$ cat config.mk
export PLATFORM = sky130hd
export DESIGN_NAME = median_select
export DESIGN_NICKNAME = d
export VERILOG_FILES = /design/src/rtl/ms_pkg.sv /design/src/rtl/ms_front.sv /design/src/rtl/ms_queue.sv /design/src/rtl/ms_back.sv /design/src/rtl/median_select.sv
export SDC_FILE = /design/constraint.sdc
export NUM_CORES = 2
export LEC_CHECK = 0
export BUFFER_PORTS_ARGS = -buffer_cell sky130_fd_sc_hd__buf_2
export CAP_MARGIN = 40
export CORE_ASPECT_RATIO = 1.25
export CORE_MARGIN = 4
export CORE_UTILIZATION = 42
export CTS_BUF_LIST = sky130_fd_sc_hd__clkbuf_8
export DETAILED_ROUTE_END_ITERATION = 8
export PLACE_DENSITY = 0.54
export SETUP_SLACK_MARGIN = 0.5
export SLEW_MARGIN = 20
export SYNTH_ARGS = -nofsm -noshare
export SYNTH_HDL_FRONTEND = slang
export SYNTH_SLANG_ARGS = --single-unit
$ cat constraint.sdc
create_clock -name clk -period 6.3 [get_ports clk]
set_input_delay 1.26 -clock clk [delete_from_list [all_inputs] [get_ports clk]]
set_output_delay 1.26 -clock clk [all_outputs]
set_load 0.03 [all_outputs]
$ cat src/rtl/ms_pkg.sv
// ----------------------------------------------------------------------------
// ms_pkg: shared types for the median selector
// Job descriptor passed from the loader to the selector, and selector states.
// ----------------------------------------------------------------------------
package ms_pkg;

	// Wide enough for a list count of up to 8191 entries.
	localparam int JOB_CNT_W = 13;

	typedef struct packed {
		logic [JOB_CNT_W-1:0] count;
		logic                 dropped;
	} ms_job_t;

	typedef enum logic [2:0] {
		ST_IDLE,
		ST_CAND,
		ST_CAND_WAIT,
		ST_SCAN,
		ST_DRAIN,
		ST_CHECK,
		ST_FINISH
	} ms_state_t;

endpackage

$ cat src/rtl/ms_front.sv
// ----------------------------------------------------------------------------
// ms_front: list loader
// Writes each beat into the element store while it has room; posts a job on the last beat.
// ----------------------------------------------------------------------------
module ms_front #(
	parameter int MAX_ITEMS = 64,
	parameter int AW = 6,
	parameter int CW = 7
) (
	input  logic                 clk,
	input  logic                 arst_n,
	input  logic                 in_valid,
	input  logic                 in_ready,
	input  logic [31:0]          in_value,
	input  logic                 in_last,
	output logic                 wr_en,
	output logic [AW-1:0]        wr_addr,
	output logic [31:0]          wr_data,
	output logic                 job_push,
	output ms_pkg::ms_job_t      job
);
	import ms_pkg::*;

	logic [CW-1:0] count_q;
	logic          drop_q;
	logic          take;
	logic          room;
	logic [CW-1:0] count_nx;

	assign take     = in_valid & in_ready;
	assign room     = (count_q < CW'(MAX_ITEMS));
	assign count_nx = room ? count_q + CW'(1) : count_q;

	assign wr_en    = take & room;
	assign wr_addr  = count_q[AW-1:0];
	assign wr_data  = in_value;
	assign job_push = take & in_last;
	assign job.count   = JOB_CNT_W'(count_nx);
	assign job.dropped = drop_q | ~room;

	always_ff @(posedge clk or negedge arst_n) begin
		if (!arst_n) begin
			count_q <= '0;
			drop_q  <= 1'b0;
		end else if (take) begin
			if (in_last) begin
				count_q <= '0;
				drop_q  <= 1'b0;
			end else begin
				count_q <= count_nx;
				drop_q  <= drop_q | ~room;
			end
		end
	end

endmodule

$ cat src/rtl/ms_queue.sv
// ----------------------------------------------------------------------------
// ms_queue: two-entry job queue
// Decouples the loader from the selector.
// ----------------------------------------------------------------------------
module ms_queue (
	input  logic            clk,
	input  logic            arst_n,
	input  logic            push,
	input  ms_pkg::ms_job_t push_job,
	input  logic            pop,
	output logic            not_empty,
	output ms_pkg::ms_job_t head
);
	import ms_pkg::*;

	ms_job_t     slot_q [2];
	logic        wp_q;
	logic        rp_q;
	logic [1:0]  fill_q;

	assign not_empty = (fill_q != 2'd0);
	assign head      = slot_q[rp_q];

	always_ff @(posedge clk) begin
		if (push && fill_q != 2'd2) begin
			slot_q[wp_q] <= push_job;
		end
	end

	always_ff @(posedge clk or negedge arst_n) begin
		if (!arst_n) begin
			wp_q   <= 1'b0;
			rp_q   <= 1'b0;
			fill_q <= 2'd0;
		end else begin
			if (push && fill_q != 2'd2) wp_q <= ~wp_q;
			if (pop && not_empty) rp_q <= ~rp_q;
			fill_q <= fill_q + 2'((push && fill_q != 2'd2) ? 1 : 0)
				- 2'((pop && not_empty) ? 1 : 0);
		end
	end

endmodule

$ cat src/rtl/ms_back.sv
// ----------------------------------------------------------------------------
// ms_back: rank-counting selector
// Holds the element store; ranks each candidate by a full scan of the list.
// ----------------------------------------------------------------------------
module ms_back #(
	parameter int MAX_ITEMS = 64,
	parameter int AW = 6,
	parameter int CW = 7
) (
	input  logic            clk,
	input  logic            arst_n,
	input  logic            wr_en,
	input  logic [AW-1:0]   wr_addr,
	input  logic [31:0]     wr_data,
	input  logic            job_valid,
	input  ms_pkg::ms_job_t job,
	output logic            job_pop,
	output logic            idle,
	output logic            m_tvalid,
	input  logic            m_tready,
	output logic [39:0]     m_tdata,
	output logic            m_tuser
);
	import ms_pkg::*;

	logic [31:0]   mem [MAX_ITEMS];
	logic [31:0]   rd_data_q;
	logic [AW-1:0] rd_addr;

	ms_state_t     state_q, state_nx;
	logic [CW-1:0] n_q, i_q, j_q, less_q, eq_q;
	logic          drop_q;
	logic [31:0]   cand_q, hi_q, lo_q;
	logic          hit_v_s1;
	logic          out_valid_q;
	logic [32:0]   out_data_q;
	logic          out_drop_q;

	logic [CW:0]   k, km1, lo_b, hi_b;
	logic          even, hit_k, hit_km1;
	logic [32:0]   sum;

	always_ff @(posedge clk) begin
		if (wr_en) mem[wr_addr] <= wr_data;
		rd_data_q <= mem[rd_addr];
	end

	assign k       = (CW+1)'(n_q >> 1);
	assign km1     = k - (CW+1)'(1);
	assign even    = ~n_q[0];
	assign lo_b    = (CW+1)'(less_q);
	assign hi_b    = (CW+1)'(less_q) + (CW+1)'(eq_q);
	assign hit_k   = (lo_b <= k) && (k < hi_b);
	assign hit_km1 = (lo_b <= km1) && (km1 < hi_b);
	assign sum     = {hi_q[31], hi_q} + (even ? {lo_q[31], lo_q} : {hi_q[31], hi_q});

	// next state
	always_comb begin
		state_nx = state_q;
		case (state_q)
			ST_IDLE:      if (job_valid) state_nx = ST_CAND;
			ST_CAND:      state_nx = ST_CAND_WAIT;
			ST_CAND_WAIT: state_nx = ST_SCAN;
			ST_SCAN:      if (j_q == n_q - CW'(1)) state_nx = ST_DRAIN;
			ST_DRAIN:     state_nx = ST_CHECK;
			ST_CHECK:     state_nx = (i_q == n_q - CW'(1)) ? ST_FINISH : ST_CAND;
			ST_FINISH:    if (!out_valid_q) state_nx = ST_IDLE;
			default:      state_nx = ST_IDLE;
		endcase
	end

	// outputs
	always_comb begin
		idle    = (state_q == ST_IDLE);
		job_pop = (state_q == ST_IDLE) && job_valid;
		rd_addr = (state_q == ST_CAND) ? i_q[AW-1:0] : j_q[AW-1:0];
	end

	assign m_tvalid = out_valid_q;
	assign m_tdata  = {7'd0, out_data_q};
	assign m_tuser  = out_drop_q;

	always_ff @(posedge clk) begin
		case (state_q)
			ST_IDLE: begin
				n_q    <= CW'(job.count);
				drop_q <= job.dropped;
				i_q    <= '0;
			end
			ST_CAND: begin
				less_q <= '0;
				eq_q   <= '0;
				j_q    <= '0;
			end
			ST_CAND_WAIT: cand_q <= rd_data_q;
			ST_SCAN: j_q <= j_q + CW'(1);
			ST_CHECK: begin
				if (hit_k) hi_q <= cand_q;
				if (even && hit_km1) lo_q <= cand_q;
				i_q <= i_q + CW'(1);
			end
			default: ;
		endcase
		if (hit_v_s1) begin
			if ($signed(rd_data_q) < $signed(cand_q)) less_q <= less_q + CW'(1);
			if (rd_data_q == cand_q) eq_q <= eq_q + CW'(1);
		end
		if (state_q == ST_FINISH && !out_valid_q) begin
			out_data_q <= sum;
			out_drop_q <= drop_q;
		end
	end

	always_ff @(posedge clk or negedge arst_n) begin
		if (!arst_n) begin
			state_q     <= ST_IDLE;
			hit_v_s1    <= 1'b0;
			out_valid_q <= 1'b0;
		end else begin
			state_q  <= state_nx;
			hit_v_s1 <= (state_q == ST_SCAN);
			if (state_q == ST_FINISH && !out_valid_q) out_valid_q <= 1'b1;
			else if (m_tready) out_valid_q <= 1'b0;
		end
	end

`ifndef ASSERT_OFF
	a_scan_in_range: assert property (@(posedge clk) disable iff (!arst_n)
		state_q == ST_SCAN |-> j_q < n_q)
		else $error("scan index past list end");
	a_compare_pipe: assert property (@(posedge clk) disable iff (!arst_n)
		state_q == ST_DRAIN |-> hit_v_s1)
		else $error("last compare missing in drain");
	a_rank_total: assert property (@(posedge clk) disable iff (!arst_n)
		state_q == ST_CHECK |-> hi_b <= (CW+1)'(n_q))
		else $error("rank counts exceed list size");
	a_single_pop: assert property (@(posedge clk) disable iff (!arst_n)
		job_pop |=> !job_pop)
		else $error("job popped twice in a row");
`endif

endmodule

$ cat src/rtl/median_select.sv
// ----------------------------------------------------------------------------
// median_select: median of a streamed list, doubled
// Loads signed 32-bit values, then selects the middle order statistic(s).
// ----------------------------------------------------------------------------
//  channel  | dir | tdata                          | tuser       | tlast
//  s_axis   | in  | [31:0] value (signed)          | -           | last
//  m_axis   | out | [32:0] median_doubled, pad 0   | overflowed  | -
//
// Loading takes one beat per cycle while s_tready is high. After the last
// beat the selector ranks every element by a full scan of the stored list
// through one memory read port, one candidate after another. s_tready is
// held low while a list is queued or being ranked. A result waits in the
// output register until taken; the next list may load meanwhile. arst_n
// clears the FSM state, loader counters, queue pointers and valid flags;
// the element store is never cleared.
// ----------------------------------------------------------------------------
module median_select #(
	parameter int MAX_ITEMS = 64
) (
	input  logic        clk,
	input  logic        arst_n,
	input  logic        s_tvalid,
	output logic        s_tready,
	input  logic [31:0] s_tdata,   // [31:0] value
	input  logic        s_tlast,
	output logic        m_tvalid,
	input  logic        m_tready,
	output logic [39:0] m_tdata,   // [32:0] median_doubled, [39:33] zero
	output logic        m_tuser    // [0] overflowed
);
	import ms_pkg::*;

	localparam int AW = (MAX_ITEMS > 1) ? $clog2(MAX_ITEMS) : 1;
	localparam int CW = $clog2(MAX_ITEMS + 1);

	logic          wr_en;
	logic [AW-1:0] wr_addr;
	logic [31:0]   wr_data;
	logic          job_push, job_pop, job_valid, back_idle;
	ms_job_t       job_in, job_head;

	// accept only while no list is queued or being ranked
	assign s_tready = ~job_valid & back_idle;

	ms_front #(.MAX_ITEMS(MAX_ITEMS), .AW(AW), .CW(CW)) u_front (
		.clk      (clk),
		.arst_n   (arst_n),
		.in_valid (s_tvalid),
		.in_ready (s_tready),
		.in_value (s_tdata),
		.in_last  (s_tlast),
		.wr_en    (wr_en),
		.wr_addr  (wr_addr),
		.wr_data  (wr_data),
		.job_push (job_push),
		.job      (job_in)
	);

	ms_queue u_queue (
		.clk       (clk),
		.arst_n    (arst_n),
		.push      (job_push),
		.push_job  (job_in),
		.pop       (job_pop),
		.not_empty (job_valid),
		.head      (job_head)
	);

	ms_back #(.MAX_ITEMS(MAX_ITEMS), .AW(AW), .CW(CW)) u_back (
		.clk       (clk),
		.arst_n    (arst_n),
		.wr_en     (wr_en),
		.wr_addr   (wr_addr),
		.wr_data   (wr_data),
		.job_valid (job_valid),
		.job       (job_head),
		.job_pop   (job_pop),
		.idle      (back_idle),
		.m_tvalid  (m_tvalid),
		.m_tready  (m_tready),
		.m_tdata   (m_tdata),
		.m_tuser   (m_tuser)
	);

endmodule

---- After elaboration in Yosys (flattened, before gate mapping) ----
Memories as Yosys holds them, arrays and structs flattened. A register that Yosys moved wholly into a read port is not among the register bits.
Index checks and enable logic that the tools add are counted.
storage, ports and cells
  bits in writable memories ............... 2064
  input port bits ......................... 37
  register bits after elaboration ......... 175
  output and inout bits ................... 43
  word-level logic and storage cells ...... 101
  memories kept ........................... 2
cells by class
  equality and inequality tests ........... 13
  order comparisons ....................... 6
  multiplexer cells ....................... 26
  bitwise logic cells ..................... 10
  add/subtract/negate cells ............... 11
  reduce and logical (&&, ||, !) cells .... 16
memory list
  name            words  bits a word  read ports  clocked after Yosys merged registers in  write ports  RTL line        source
  u_back.mem      64     32           1           1                                        1            ms_back.sv:26   logic [31:0] mem [MAX_ITEMS];
  u_queue.slot_q  2      8            1           1                                        1            ms_queue.sv:16  ms_job_t slot_q [2];
operators with widths
  operator                                           count
  2-to-1 mux 7 bit                                   8
  adder 7 x 1 -> 7 bit, second input constant        5
  adder 33 bit                                       1
  2-to-1 mux 33 bit                                  1
  == test 32 bit                                     1
  less-than comparator 32 bit                        1
  one-hot mux 7 bit (2 select lines)                 2
  one-hot mux 3 bit (7 select lines)                 1
  == test 7 bit                                      2
  2-to-1 mux 3 bit                                   4
  == test 3 bit, second input constant               3
  2-to-1 mux 1 bit                                   9
  adder 7 x 7 -> 8 bit                               1
  less-or-equal comparator 7 x 8 -> 1 bit            1
  less-than comparator 6 x 8 -> 1 bit                1
  less-than comparator 8 bit                         1
  nonzero test 2 bit                                 4
  less-or-equal comparator 7 x 6 -> 1 bit            1
  logical AND 1 bit                                  7
  less-than comparator 7 bit, second input constant  1
  subtractor 6 x 1 -> 7 bit, second input constant   1
  subtractor 7 x 1 -> 7 bit, second input constant   1
  == test 3 x 2 -> 1 bit, second input constant      2
  2-to-1 mux 6 bit                                   1
  12 further kinds                                   22

---- Logic depth before layout (Yosys ltp) ----
  depth after elaboration ................. 9
  gate-level depth with buffers ........... 13
  mapped depth without buffers ............ 12

---- Hierarchy ----
From an unflattened synthesis, not the netlist that was laid out.
unflattened totals
  cells, all modules ...................... 5030
  area, all modules ....................... 91649.1 um^2
by module, submodules not included
  module         sequential area each (um^2)  cells each  instances  area an instance (um^2)
  ms_back        67109.4                      4869        1          89574.7
  ms_queue       940.9                        67          1          1233.7
  ms_front       200.2                        93          1          827.0
  median_select  0.0                          1           1          13.8

---- Worst setup path after synthesis ----
Ideal clock, no wire load.
  path type ............................... register -> register
  from .................................... reg u_back.out_valid_q, in the netlist u_back.m_tvalid
  to ...................................... reg u_back.out_drop_q, in the netlist u_back.m_tuser, enable pin
  buffers on the path ..................... 0
  required time ........................... 5.786 ns
  data arrival time ....................... 3.934 ns
  period minus slack after synthesis ...... 4.447 ns
  setup time .............................. 0.514 ns
  stages on the path, launching flop included .. 2
  setup slack ............................. 1.853 ns
  cells stage by stage .................... dfrtp_1 -> nor4bb_1
on the way
  word-level cells in the longest chain between the ends .. 2
RTL lines
  element                 RTL line        source
  start, declared         ms_back.sv:35   logic out_valid_q;
  start signal, assigned  ms_back.sv:118  out_valid_q <= 1'b0;
  start signal, assigned  ms_back.sv:122  if (state_q == ST_FINISH && !out_valid_q) out_valid_q <= 1'b1;
  start signal, assigned  ms_back.sv:123  else if (m_tready) out_valid_q <= 1'b0;
  zero test 1 bit         --
  logical AND 1 bit       ms_back.sv:108  if (state_q == ST_FINISH && !out_valid_q) begin
  end signal, assigned    ms_back.sv:110  out_drop_q <= drop_q;
  end, declared           ms_back.sv:37   logic out_drop_q;
Every way passes these cells.
A chain may end at the register's enable or synchronous reset.

---- Worst setup path in the final report ----
  from .................................... reg u_back.state_q[0]
  to ...................................... reg u_back.rd_data_q[2], read port of u_back.mem
on the way
  word-level cells in the longest chain between the ends .. 2
RTL lines
  element                 RTL line        source
  start, declared         ms_back.sv:30   ms_state_t state_q, state_nx;
  start signal, assigned  ms_back.sv:120  state_q <= state_nx;
  == test 3 x 1 -> 1 bit  ms_back.sv:76   rd_addr = (state_q == ST_CAND) ? i_q[AW-1:0] : j_q[AW-1:0];
  2-to-1 mux 6 bit        ms_back.sv:76
  end, declared           ms_back.sv:27   logic [31:0] rd_data_q;
Every way passes these cells.

==> flow_summary.json <==
{
  "ir_drop_mv": 0.405,
  "synth_area_per_cell_um2": 20.4,
  "synth.distinct_cells": 66,
  "die_x_um": 423,
  "synthAdderAreaFrac_pct": 1.49,
  "synth_warnings": 0,
  "cpMostUsedCell": "buf_12",
  "start_util_pct": 42.2,
  "hold_viol_final": 0,
  "post_cts_resized": 0,
  "antenna_found_initial": 5,
  "yosysSeqAreaShare_pct": 75.2,
  "htree_levels": 5,
  "die_h_um": 526,
  "area_growth_pct": 13.4,
  "drv_slew": 0,
  "grt_remaining_overflow": 0,
  "crit_arrival_ns": 5.66,
  "postRouteAntennaNets": 0,
  "synth_xor_xnor_area_share_pct": 0.679,
  "relSlewSlack_pct": 43.2,
  "synth_edf_count": 2216,
  "dp_cells": 7340,
  "cts_tree": "built",
  "cts_setup_buffers": 0,
  "core-area_um2": 214000,
  "synth_compound_area_share_pct": 3.68,
  "p_leak_nw": 33.6,
  "cts.sinks": 2279,
  "final_cell_mix": "2216 x edfxtp_1, 512 x mux4_2, 378 x clkbuf_8, 192 x inv_1, 179 x a21oi_1",
  "rsz0062_at_grt": "false",
  "cpPeakStageDelay_ns": 0.74,
  "dieArea_um2": 223000,
  "nNetsFinal": 4967,
  "cpMaxStageDelayCell": "mux2i_4",
  "synth_top_family_by_area": "multiplexers",
  "synth_simple_gate_area_share_pct": 2.62,
  "drive_gt1_share_pct": 26.0,
  "mostFrequentLayoutCell": "edfxtp_1",
  "port_buffers": 72,
  "fin_tns_setup_ns": 0,
  "finClkSkew_ns": 0.0573,
  "ioPinCount": 80,
  "cp_data_required_time_ns": 7.10,
  "clk_pin_slew_ns": 0.07,
  "crit_type": "flip-flop to flip-flop",
  "clockBufferDepth": 4,
  "hpwl_mm": 129,
  "grt_pass1_vias": 45869,
  "ys_seq_elements": 2279,
  "drt_first_pass_iters": 5,
  "grt_max_degree": 106,
  "synth_area_um2": 90300,
  "cp_max_fo": 30,
  "drv_cap": 0,
  "path_cells": "nor3b_4 -> buf_4 -> mux2i_4 -> buf_12 -> buf_12 -> buf_12 -> mux4_2 -> nor2b_1 -> a211oi_1 -> a21oi_1 -> a22oi_1 -> nand2_1",
  "place.gp.congestion": 0.781,
  "wirelength_mm": 213,
  "power_density_nw_per_um2": 441,
  "cts_made_buffers": 360,
  "period_share_pct": 77.2,
  "final_cells": 7977,
  "wire_per_inst_um": 26.6,
  "via_per_inst": 5.47,
  "grt_pass1_wl_mm": 313,
  "synthArstFlopShare_pct": 0.746,
  "via_count": 43659,
  "holdBufCountCts": 0,
  "hold_class": "input pin to async pin",
  "synth.area.mux_share_pct": 14.9,
  "synthFlopType": "edfxtp_1",
  "grt_usage_pct": 18.9,
  "period_minus_slack_ns": 4.87,
  "worstMarginPinSlew_ns": 0.850,
  "core.rowCount": 190,
  "max_freq_ghz": 0.206,
  "status": "completed",
  "syn_inst": 4436,
  "first_iter_violations": 3392,
  "drc": 0,
  "clk_latency_ns": 0.95,
  "cts_root_buffer": "clkbuf_8",
  "end_kind": "flip-flop",
  "cp-start-kind": "flip-flop",
  "finalSetupViolations": 0
}
logic make-up after synthesis:
| family | count (synthesis) |
|---|---|
| buffers and inverters | 307 |
| other | 1 |
| XOR/XNOR | 70 |
| multiplexers | 697 |
| flip-flops | 2279 |
| adder cells (fa/ha/maj) | 107 |
| AND/OR/NAND/NOR | 462 |
| AO/OA/AOI/OAI | 513 |
flip-flops by register name (all words and copies together) (netlist names), 16 cells and up:
name,count
u_back.cand_q,32
u_back.mem,2048
u_back.hi_q,32
u_back.rd_data_q,32
u_queue.slot_q,16
u_back.out_data_q,33
u_back.lo_q,32
through the flow:
step                total power, mW  util, %  instance area, um2  hold slack, ns  setup WS (ns)
floorplan                      28.9        -               90300           0.400           1.85
global route                   47.6     47.8              102000           0.225           1.08
CTS                            45.9     47.8              102000           0.178           1.37
detailed placement             34.3     44.8               95900           0.429           1.45
global placement               34.2     44.5               95300           0.434           1.47
finish                         45.2     47.8              102000           0.263           1.43
synthesized netlist by cell type, types with 6 or more instances:
| cell | number | area (um2) |
|---|---|---|
| and3_1 | 16 | 100 |
| buf_1 | 20 | 75.1 |
| nand3_1 | 35 | 175 |
| a22oi_1 | 64 | 480 |
| a21oi_1 | 179 | 896 |
| nor2_1 | 117 | 439 |
| a21boi_0 | 9 | 67.6 |
| buf_2 | 79 | 395 |
| edfxtp_1 | 2216 | 66500 |
| nor2b_1 | 135 | 845 |
| inv_1 | 69 | 259 |
| a21o_1 | 31 | 233 |
| nor3_1 | 9 | 45.0 |
| mux4_2 | 512 | 11500 |
| mux2i_1 | 140 | 1400 |
| a211oi_1 | 134 | 1010 |
| o211ai_1 | 6 | 45.0 |
| nand2_1 | 85 | 319 |
| dfxtp_1 | 46 | 921 |
| o21ai_0 | 40 | 200 |
| mux2_2 | 41 | 462 |
| xor2_1 | 22 | 193 |
| xnor2_1 | 48 | 420 |
| nand2b_1 | 16 | 100 |
| nand3b_1 | 6 | 45.0 |
| o21bai_1 | 8 | 60.1 |
| dfrtp_1 | 17 | 425 |
| clkbuf_1 | 120 | 450 |
| nand4_1 | 15 | 93.8 |
| ha_1 | 103 | 1290 |
| or3_1 | 7 | 43.8 |
| buf_4 | 18 | 135 |
layer usage:
metal	wire length (um)	part of all wire (%)	GRT usage [%]	vias to the layer above
li1	-	-	-	19096
met1	88200	42	24.8	23164
met2	109000	51	33.1	1094
met3	10300	4.8	2.86	303
met4	4750	2.2	5.04	2
met5	12	0.0056	0	-
power by group:
part           switching (mW)  leakage (nW)  internal (mW)
sequential              0.540          20.6           17.1
clock                    5.63          3.76           5.86
combinational            8.96          9.31           7.05
layout make-up:
cell class / instances / area (um2)
fill: 17726 / 112000
sequential: 2279 / 67900
multi-input combinational: 1856 / 21700
clock buffer: 378 / 5200
tap: 2880 / 3600
timing repair buffer: 259 / 2470
clock inverter: 248 / 1250
inverter: 69 / 259
antenna: 8 / 20.0
final timing paths:
path	startpoint	endpoint	slack, ns	cells past startpoint
setup / recovery	u_back.state_q[0]	u_back.rd_data_q[2]	1.43	12
hold / removal	arst_n	u_back.state_q[0]	0.26	1
setup reg to reg	u_back.state_q[0]	u_back.rd_data_q[2]	1.43	12
hold reg to reg	u_back.rd_data_q[25]	u_back.cand_q[25]	0.44	0
max in group asynchronous	arst_n	u_back.hit_v_s1	5.68	1
min in group clk	u_back.rd_data_q[25]	u_back.cand_q[25]	0.44	0
worst max-delay path: cells and delay by family, from the launching register on:
kind                   cells  cell delay (ns)
buffers and inverters      4             1.20
AND/OR/NAND/NOR            3             0.51
flip-flops                 1             0.56
AO/OA/AOI/OAI              3             1.09
multiplexers               2             1.25
Note: power is estimated with default switching activity, not from simulation.
